### src/hw/rtl/pa_pkg.sv
`timescale 1ns / 1ps
package pa_pkg;

    // Topology codes held in the mode register
    localparam logic [3:0] MODE_TRIS       = 4'd0;
    localparam logic [3:0] MODE_TRI_STRIP  = 4'd1;
    localparam logic [3:0] MODE_TRI_FAN    = 4'd2;
    localparam logic [3:0] MODE_LINES      = 4'd3;
    localparam logic [3:0] MODE_LINE_STRIP = 4'd4;
    localparam logic [3:0] MODE_LINE_LOOP  = 4'd5;
    localparam logic [3:0] MODE_POINTS     = 4'd6;
    localparam logic [3:0] MODE_QUADS      = 4'd7;
    localparam logic [3:0] MODE_QUAD_STRIP = 4'd8;
    localparam logic [3:0] MODE_POLYGON    = 4'd9;

    // Primitive kinds on the result side
    localparam logic [1:0] KIND_POINT = 2'd0;
    localparam logic [1:0] KIND_LINE  = 2'd1;
    localparam logic [1:0] KIND_TRI   = 2'd2;

    localparam int VERT_W = 32;

    // Result queue depth; must be at least two
    localparam int QUEUE_DEPTH = 4;

    typedef struct packed {
        logic [VERT_W-1:0] vertex_index;
        logic              first_in_draw;
        logic              last_in_draw;
    } in_word_t;

    typedef struct packed {
        logic [1:0]        prim_kind;
        logic [VERT_W-1:0] vert_a;
        logic [VERT_W-1:0] vert_b;
        logic [VERT_W-1:0] vert_c;
        logic              last_of_item;
    } out_word_t;

    // Up to two primitives produced by one accepted index
    typedef struct packed {
        logic      first_valid;
        logic      second_valid;
        out_word_t first;
        out_word_t second;
    } pa_emit_t;

endpackage

### src/hw/rtl/primitive_assembler.sv
`timescale 1ns / 1ps
// Primitive assembler: takes one vertex index word per cycle while in_ready
// is high and groups the stream into points, lines or triangles by the
// topology in the mode register. An accepted index may produce zero, one or
// two primitive words, which enter a small result queue in that same cycle;
// the queue drains one word per cycle while out_ready is high. in_ready stays
// high while the queue has room for two words, so with a consumer that takes
// every word the block accepts one index per clock; only a line loop closing
// or quads and quad strips emitting pairs faster than the consumer drains can
// make it pause. Results for a given index are registered in the queue before
// they appear on the output. Write the mode register only while idle.
module primitive_assembler
    import pa_pkg::*;
#(
    parameter int DEPTH = QUEUE_DEPTH
)
(
    input  logic       clk,
    input  logic       rst_n,
    input  logic       cfg_we,
    input  logic [3:0] cfg_data,
    input  logic       in_valid,
    output logic       in_ready,
    input  in_word_t   in_data,
    output logic       out_valid,
    input  logic       out_ready,
    output out_word_t  out_data
);

    logic     in_accept;
    logic     has_room;
    pa_emit_t emit;

    assign in_ready  = has_room;
    assign in_accept = in_valid && has_room;

    // Assemble primitives from the index history
    pa_assemble u_assemble (
        .clk       (clk),
        .rst_n     (rst_n),
        .cfg_we    (cfg_we),
        .cfg_data  (cfg_data),
        .in_accept (in_accept),
        .in_word   (in_data),
        .emit      (emit)
    );

    // Queue result words toward the consumer
    pa_out_queue #(
        .DEPTH (DEPTH)
    ) u_out_queue (
        .clk       (clk),
        .rst_n     (rst_n),
        .emit      (emit),
        .has_room  (has_room),
        .out_valid (out_valid),
        .out_ready (out_ready),
        .out_data  (out_data)
    );

`ifndef SYNTHESIS
    a_second_needs_first: assert property (@(posedge clk) disable iff (!rst_n)
        emit.second_valid |-> emit.first_valid && emit.second.last_of_item)
        else $error("second primitive without first");

    a_emit_only_on_accept: assert property (@(posedge clk) disable iff (!rst_n)
        !in_accept |-> !emit.first_valid && !emit.second_valid)
        else $error("primitive emitted without an accepted index");

    a_pair_marks_last: assert property (@(posedge clk) disable iff (!rst_n)
        emit.first_valid |-> (emit.first.last_of_item == !emit.second_valid))
        else $error("last_of_item misplaced");

    a_kind_legal: assert property (@(posedge clk) disable iff (!rst_n)
        out_valid |-> (out_data.prim_kind == KIND_POINT || out_data.prim_kind == KIND_LINE
                       || out_data.prim_kind == KIND_TRI))
        else $error("illegal primitive kind on output");
`endif

endmodule

### src/hw/rtl/pa_assemble.sv
`timescale 1ns / 1ps
module pa_assemble
    import pa_pkg::*;
(
    input  logic       clk,
    input  logic       rst_n,
    input  logic       cfg_we,
    input  logic [3:0] cfg_data,
    input  logic       in_accept,
    input  in_word_t   in_word,
    output pa_emit_t   emit
);

    logic [3:0]        prim_mode_reg;
    logic [VERT_W-1:0] hub_reg;
    logic [VERT_W-1:0] hist0_reg;
    logic [VERT_W-1:0] hist1_reg;
    logic [VERT_W-1:0] hist2_reg;
    logic [VERT_W-1:0] pos_reg;
    logic [1:0]        mod3_reg;

    logic [VERT_W-1:0] hub_next;
    logic [VERT_W-1:0] pos_next;
    logic [1:0]        mod3_next;

    logic [VERT_W-1:0] v;
    logic [VERT_W-1:0] p;
    logic [1:0]        p_mod3;
    logic              p_zero;
    logic              p_ge2;
    logic [VERT_W-1:0] h0;
    logic [VERT_W-1:0] h1;
    logic [VERT_W-1:0] h2;
    logic              last;
    logic              fire_a;
    logic              fire_b;
    out_word_t         prim_a;
    out_word_t         prim_b;

    // Current position: a first flag restarts the draw
    always_comb
    begin
        v      = in_word.vertex_index;
        last   = in_word.last_in_draw;
        p      = in_word.first_in_draw ? '0 : pos_reg;
        p_mod3 = in_word.first_in_draw ? 2'd0 : mod3_reg;
        p_zero = (p == '0);
        p_ge2  = (p[VERT_W-1:1] != '0);
        hub_next = p_zero ? v : hub_reg;
        h0 = p_zero ? '0 : hist0_reg;
        h1 = p_zero ? '0 : hist1_reg;
        h2 = p_zero ? '0 : hist2_reg;
    end

    // Advance position and its residue mod 3; a 32-bit wrap restarts the residue
    always_comb
    begin
        pos_next = last ? '0 : p + 1'b1;
        if (last || (p == '1))
        begin
            mod3_next = 2'd0;
        end
        else
        begin
            mod3_next = (p_mod3 == 2'd2) ? 2'd0 : p_mod3 + 2'd1;
        end
    end

    // Pick primitives for the configured topology
    always_comb
    begin
        fire_a = 1'b0;
        fire_b = 1'b0;
        prim_a = '0;
        prim_b = '0;
        case (prim_mode_reg)
            MODE_TRIS:
            begin
                fire_a = (p_mod3 == 2'd2);
                prim_a.prim_kind = KIND_TRI;
                prim_a.vert_a = h1;
                prim_a.vert_b = h0;
                prim_a.vert_c = v;
            end
            MODE_TRI_STRIP:
            begin
                fire_a = p_ge2;
                prim_a.prim_kind = KIND_TRI;
                prim_a.vert_a = p[0] ? h0 : h1;
                prim_a.vert_b = p[0] ? h1 : h0;
                prim_a.vert_c = v;
            end
            MODE_TRI_FAN, MODE_POLYGON:
            begin
                fire_a = p_ge2;
                prim_a.prim_kind = KIND_TRI;
                prim_a.vert_a = hub_next;
                prim_a.vert_b = h0;
                prim_a.vert_c = v;
            end
            MODE_LINES:
            begin
                fire_a = p[0];
                prim_a.prim_kind = KIND_LINE;
                prim_a.vert_a = h0;
                prim_a.vert_b = v;
            end
            MODE_LINE_STRIP:
            begin
                fire_a = !p_zero;
                prim_a.prim_kind = KIND_LINE;
                prim_a.vert_a = h0;
                prim_a.vert_b = v;
            end
            MODE_LINE_LOOP:
            begin
                fire_a = !p_zero;
                fire_b = !p_zero && last;
                prim_a.prim_kind = KIND_LINE;
                prim_a.vert_a = h0;
                prim_a.vert_b = v;
                prim_b.prim_kind = KIND_LINE;
                prim_b.vert_a = v;
                prim_b.vert_b = hub_next;
            end
            MODE_POINTS:
            begin
                fire_a = 1'b1;
                prim_a.prim_kind = KIND_POINT;
                prim_a.vert_a = v;
            end
            MODE_QUADS:
            begin
                fire_a = (p[1:0] == 2'd3);
                fire_b = fire_a;
                prim_a.prim_kind = KIND_TRI;
                prim_a.vert_a = h2;
                prim_a.vert_b = h1;
                prim_a.vert_c = v;
                prim_b.prim_kind = KIND_TRI;
                prim_b.vert_a = h1;
                prim_b.vert_b = h0;
                prim_b.vert_c = v;
            end
            MODE_QUAD_STRIP:
            begin
                // odd and not position one means at least three
                fire_a = p[0] && p_ge2;
                fire_b = fire_a;
                prim_a.prim_kind = KIND_TRI;
                prim_a.vert_a = h2;
                prim_a.vert_b = h1;
                prim_a.vert_c = v;
                prim_b.prim_kind = KIND_TRI;
                prim_b.vert_a = h0;
                prim_b.vert_b = h2;
                prim_b.vert_c = v;
            end
            default:
            begin
                fire_a = 1'b0;
                fire_b = 1'b0;
            end
        endcase
        prim_a.last_of_item = !fire_b;
        prim_b.last_of_item = 1'b1;
    end

    // Drive emitted words only on an accepted index
    always_comb
    begin
        emit.first_valid  = in_accept && fire_a;
        emit.second_valid = in_accept && fire_b;
        emit.first        = prim_a;
        emit.second       = prim_b;
    end

    // Hold the topology register
    always_ff @(posedge clk or negedge rst_n)
    begin
        if (!rst_n)
        begin
            prim_mode_reg <= MODE_TRIS;
        end
        else if (cfg_we)
        begin
            prim_mode_reg <= cfg_data;
        end
    end

    // Shift history and advance position on each accepted index
    always_ff @(posedge clk or negedge rst_n)
    begin
        if (!rst_n)
        begin
            hub_reg   <= '0;
            hist0_reg <= '0;
            hist1_reg <= '0;
            hist2_reg <= '0;
            pos_reg   <= '0;
            mod3_reg  <= 2'd0;
        end
        else if (in_accept)
        begin
            hub_reg   <= hub_next;
            hist0_reg <= v;
            hist1_reg <= h0;
            hist2_reg <= h1;
            pos_reg   <= pos_next;
            mod3_reg  <= mod3_next;
        end
    end

endmodule

### src/hw/rtl/pa_out_queue.sv
`timescale 1ns / 1ps
module pa_out_queue
    import pa_pkg::*;
#(
    parameter int DEPTH = QUEUE_DEPTH
)
(
    input  logic      clk,
    input  logic      rst_n,
    input  pa_emit_t  emit,
    output logic      has_room,
    output logic      out_valid,
    input  logic      out_ready,
    output out_word_t out_data
);

    localparam int PTR_W = (DEPTH > 1) ? $clog2(DEPTH) : 1;
    localparam int CNT_W = $clog2(DEPTH + 1);
    localparam logic [PTR_W-1:0] PTR_LAST = PTR_W'(DEPTH - 1);

    out_word_t        mem [DEPTH];
    logic [PTR_W-1:0] wr_ptr_reg;
    logic [PTR_W-1:0] wr_ptr_next;
    logic [PTR_W-1:0] wr_ptr_plus1;
    logic [PTR_W-1:0] wr_ptr_plus2;
    logic [PTR_W-1:0] rd_ptr_reg;
    logic [PTR_W-1:0] rd_ptr_next;
    logic [CNT_W-1:0] count_reg;
    logic [CNT_W-1:0] count_next;
    logic             pop;
    logic [CNT_W-1:0] push_n;

    // Wrap pointers at the queue depth
    always_comb
    begin
        wr_ptr_plus1 = (wr_ptr_reg == PTR_LAST) ? '0 : wr_ptr_reg + 1'b1;
        wr_ptr_plus2 = (wr_ptr_plus1 == PTR_LAST) ? '0 : wr_ptr_plus1 + 1'b1;
        pop          = out_valid && out_ready;
        push_n       = CNT_W'(emit.first_valid) + CNT_W'(emit.second_valid);
        if (emit.second_valid)
        begin
            wr_ptr_next = wr_ptr_plus2;
        end
        else if (emit.first_valid)
        begin
            wr_ptr_next = wr_ptr_plus1;
        end
        else
        begin
            wr_ptr_next = wr_ptr_reg;
        end
        rd_ptr_next = pop ? ((rd_ptr_reg == PTR_LAST) ? '0 : rd_ptr_reg + 1'b1) : rd_ptr_reg;
        count_next  = count_reg + push_n - CNT_W'(pop);
    end

    // Accept a new index only with room for two words
    assign has_room  = (count_reg <= CNT_W'(DEPTH - 2));
    assign out_valid = (count_reg != '0);
    assign out_data  = mem[rd_ptr_reg];

    // Store pushed words
    always_ff @(posedge clk)
    begin
        if (emit.first_valid)
        begin
            mem[wr_ptr_reg] <= emit.first;
        end
        if (emit.second_valid)
        begin
            mem[wr_ptr_plus1] <= emit.second;
        end
    end

    // Advance pointers and occupancy
    always_ff @(posedge clk or negedge rst_n)
    begin
        if (!rst_n)
        begin
            wr_ptr_reg <= '0;
            rd_ptr_reg <= '0;
            count_reg  <= '0;
        end
        else
        begin
            wr_ptr_reg <= wr_ptr_next;
            rd_ptr_reg <= rd_ptr_next;
            count_reg  <= count_next;
        end
    end

endmodule

### config.mk
export PLATFORM = sky130hd
export DESIGN_NAME = primitive_assembler
export DESIGN_NICKNAME = d
export VERILOG_FILES = /design/src/hw/rtl/pa_pkg.sv /design/src/hw/rtl/primitive_assembler.sv /design/src/hw/rtl/pa_assemble.sv /design/src/hw/rtl/pa_out_queue.sv
export SDC_FILE = /design/constraint.sdc
export NUM_CORES = 1
export LEC_CHECK = 0
export BUFFER_PORTS_ARGS = -buffer_cell sky130_fd_sc_hd__buf_2
export CORE_AREA = 4 4 231 233
export CTS_BUF_LIST = sky130_fd_sc_hd__clkbuf_2
export DETAILED_ROUTE_END_ITERATION = 8
export DIE_AREA = 0 0 235 237
export HOLD_SLACK_MARGIN = 0.06
export PLACE_DENSITY_LB_ADDON = 0.1
export REMOVE_ABC_BUFFERS = 1
export SLEW_MARGIN = 20
export SYNTH_ARGS = -nofsm -noshare
export SYNTH_HDL_FRONTEND = slang
export SYNTH_HIERARCHICAL = 1
export SYNTH_SLANG_ARGS = --single-unit
### constraint.sdc
create_clock -name clk -period 6.99 [get_ports clk]
set_input_delay 0.3495 -clock clk [delete_from_list [all_inputs] [get_ports clk]]
set_output_delay 0.3495 -clock clk [all_outputs]
set_load 0.02 [all_outputs]
==> impl_metrics.ini <==
[placement]
place_ws_ps = 1930
hpwlAfterDp_microns = 44800
place.gp.congestion = 0.837
portBuffers = 143
place_area_sq_um = 31600
place_inst = 2918

[logic_synthesis]
synth-simple-area-share_pct = 6.03
netlist.area_leader.share_pct = 39.1
yosys-top-cells-count = mux2_2 (466), edfxtp_1 (396), nand2_1 (206), dfrtp_1 (173)
synth-xor-area-share_pct = 0.0576
yosys.area.top_type = edfxtp_1
synth_area_leaders = edfxtp_1 (39%), mux2_2 (17%), dfrtp_1 (14%), mux4_2 (7.4%), nand2_1 (2.5%)
synth_compound_area_share_pct = 11.2
yosysSeqAreaShare_pct = 53.3
synth.most_common_cell = mux2_2
ys_seq_elements = 569
synth_top_family_by_area = multiplexers
ys.flop_type = edfxtp_1
synthMuxAreaShare_pct = 25.8
async_reset_ff_share_pct = 30.4
synth_cells = 2243
synth_area_sq_um = 30400
yosys_warnings = 6
synth_cell_types = 59
avgSynthCellArea_sq_um = 13.6
synth_fa_ha_area_share_pct = 0.543
synth_edf_count = 396

[job]
drv_cap = 0

[setup_path]
rr_endpoint = u_out_queue/mem[3][52]$_DFFE_PP_
setup.worst_path.class = register to register
ff2ff_path_depth = 9
worstSetupStartpointType = register
startpoint = u_assemble/prim_mode_reg[3]$_DFFE_PN0P_
cp_cell_sequence = nand2b_1 -> nor2_4 -> buf_4 -> nand2_1 -> o21a_1 -> nor2_1 -> nand2_4 -> nand2_4 -> buf_12
path_max_fanout = 69
crit_arrival_ps = 6030
crit_top_cell = nand2_4
reg2reg_from = u_assemble/prim_mode_reg[3]$_DFFE_PN0P_
worst_path_max_delay_cell = nor2_1
worst-r2r-setup-slack_ps = 1850
crit_required_ps = 7880
crit_path_end_kind = register
cp_slowest_stage_delay_ps = 810

[drt]
met3WireLength_microns = 6950
drc = 0
wl_met1_microns = 34000
top_layer = met4
wl_met2_microns = 41000
via_per_inst = 6.55
drt_iter0_drc = 1852
dr_total_vias = 21700
wl_microns = 84400
wl_per_cell_microns = 25.5
drtAntennaViolNets = 0
drtPass1Iterations = 5

[finish]
syn2layout_area_growth_pct = 12.6
largest_reg_flops = 396
multi_input_area_sq_um = 13400
post-route-util_pct = 66.9
top_register = u_out_queue/mem
fillers = 3804
final_cells = 3314
layout.nets = 2566
finalInstanceArea_sq_um = 34300
register_area_sq_um = 16200
drive_above_1_share_pct = 39.7

[cts]
clkSinkCount = 569
cts.clk_slew.worst_paths_ps = 100
cts_resized = 0
cts-buffers-inserted = 150
htreeDepth = 4
cts_root_buf = clkbuf_2
max-clock-path-buffers = 3
clk_latency_ps = 1300
cts_setup_buffers = 0
cts_tree = built

[sta]
finalHoldViolations = 0
clock_skew_ps = 56.3
relSlewSlack_pct = 21.4
min_period_ps = 5140
final-setup-viol-count = 0
timing.hold.ws_ps = 252
report.final.slew_viol_count = 0
finalCritPeriodShare_pct = 73.6
timing.final.ws_setup_ps = 1850
tightest_slew_ps = 1180
grt_setup_unrepaired = false
fmax_mhz = 194

[power_and_ir_drop]
p_leak_nw = 13.1
seq_power_share_pct = 41.6
vdd_drop_max_mv = 0.250
p_sw_mw = 4.26
p_clk_share_pct = 21.8
combPwrFrac_pct = 36.6
p_int_mw = 6.91
swShare_pct = 38.1
power-per-cell-area_nw_per_um2 = 326

[hold_path]
hold_path_depth = 5
worstHoldEndpoint = u_out_queue/mem[2][95]$_DFFE_PP_
min_from = in_data[32]
min_path_type = primary input to register

[floorplan]
pin_count = 144
dieArea_sq_um = 55700
initial_core_util_pct = 59.4
dieWidth_microns = 235
core_area_sq_um = 51200
row_count = 83
die_h_microns = 237

[global_routing]
track_usage_pct = 30.1
grt_pass1_vias = 22500
grt_max_degree = 92
grt_overflow_total = 0
antenna_found_initial = 2
grt_pass1_wl_microns = 131000

[status]
outcome = finished clean
==> power groups by stage <==
stage                     combinational (mW)  clock (mW)  sequential, mW
after CTS                               4.07        2.50            4.64
after detailed placement                3.99           0            4.71
final                                   4.09        2.43            4.65
after global routing                    4.35        2.68            4.72
after floorplan                         2.81           0            4.65
after global placement                  3.92           0            4.69
==> worst max path at each step <==
| stage | depth (start not counted) | endpoint | slack [ps] |
|---|---|---|---|
| finish | 9 | u_out_queue/mem[3][52]$_DFFE_PP_ | 1850 |
| global route | 9 | u_out_queue/mem[3][91]$_DFFE_PP_ | 1550 |
| CTS | 9 | u_out_queue/mem[3][52]$_DFFE_PP_ | 1870 |
| detailed placement | 10 | u_out_queue/mem[3][23]$_DFFE_PP_ | 1930 |
| global placement | 10 | u_out_queue/mem[3][4]$_DFFE_PP_ | 2010 |
| floorplan | 8 | u_out_queue/mem[3][0]$_DFFE_PP_ | -2960 |
==> through the flow <==
step	total power [mW]	setup TNS, ps
floorplan	7.46	-1479250
global route	11.8	0
finish	11.2	0
global placement	8.60	0
CTS	11.2	0
detailed placement	8.70	0
==> layer usage <==
layer / up-vias / track usage [%]
met5: - / 0
met4: 0 / 11.5
met3: 172 / 6.44
met2: 1036 / 49.0
met1: 11100 / 40.2
li1: 9445 / -
==> kinds of logic (layout without fill, tap and decap cells) <==
family                   Yosys count  in the layout
AO/OA/AOI/OAI                    478            478
XOR/XNOR                           2              2
adder cells (fa/ha/maj)           12             12
buffers and inverters            202            592
flip-flops                       569            569
multiplexers                     601            601
other                              1              2
AND/OR/NAND/NOR                  378            378
==> cell usage in the layout, fill, tap and decap left out, types with 34 or more instances in the layout <==
cell           netlist  routed
buf_2               66     142
edfxtp_1           396     396
mux4_2             100     100
o211ai_1            34      34
mux2_2             466     466
a22o_1              66      66
o2bb2ai_1           70      70
nand2_1            206     201
o21ai_0            101     101
a21oi_1             45      43
dlygate4sd3_1        0     120
clkbuf_2             0     255
mux2i_1             34      34
dfrtp_1            173     171
and2_1              69      67
a22oi_1             96      96
==> final cells by class <==
cell class / instances / area share (%)
Clock inverter: 19 / 0.438
Inverter: 17 / 0.190
Tap cell: 680 / 2.48
Clock buffer: 255 / 3.73
Antenna cell: 1 / 0.00731
Multi-Input combinational cell: 1472 / 39.1
Timing Repair Buffer: 301 / 6.65
Sequential cell: 569 / 47.4
==> what timing repair did <==
item,CTS,global route
setup endpoints to repair,0,0
endpoints found under the hold margin,712,0
hold buffers,121,0
==> worst max-delay path, delay by kind of cell, from the launching register on <==
family	cells	cell delay (ps)
compound gates	1	220
buf+inv	2	890
flops	1	550
simple gates	6	3020
(Power assumes the default switching activity.)
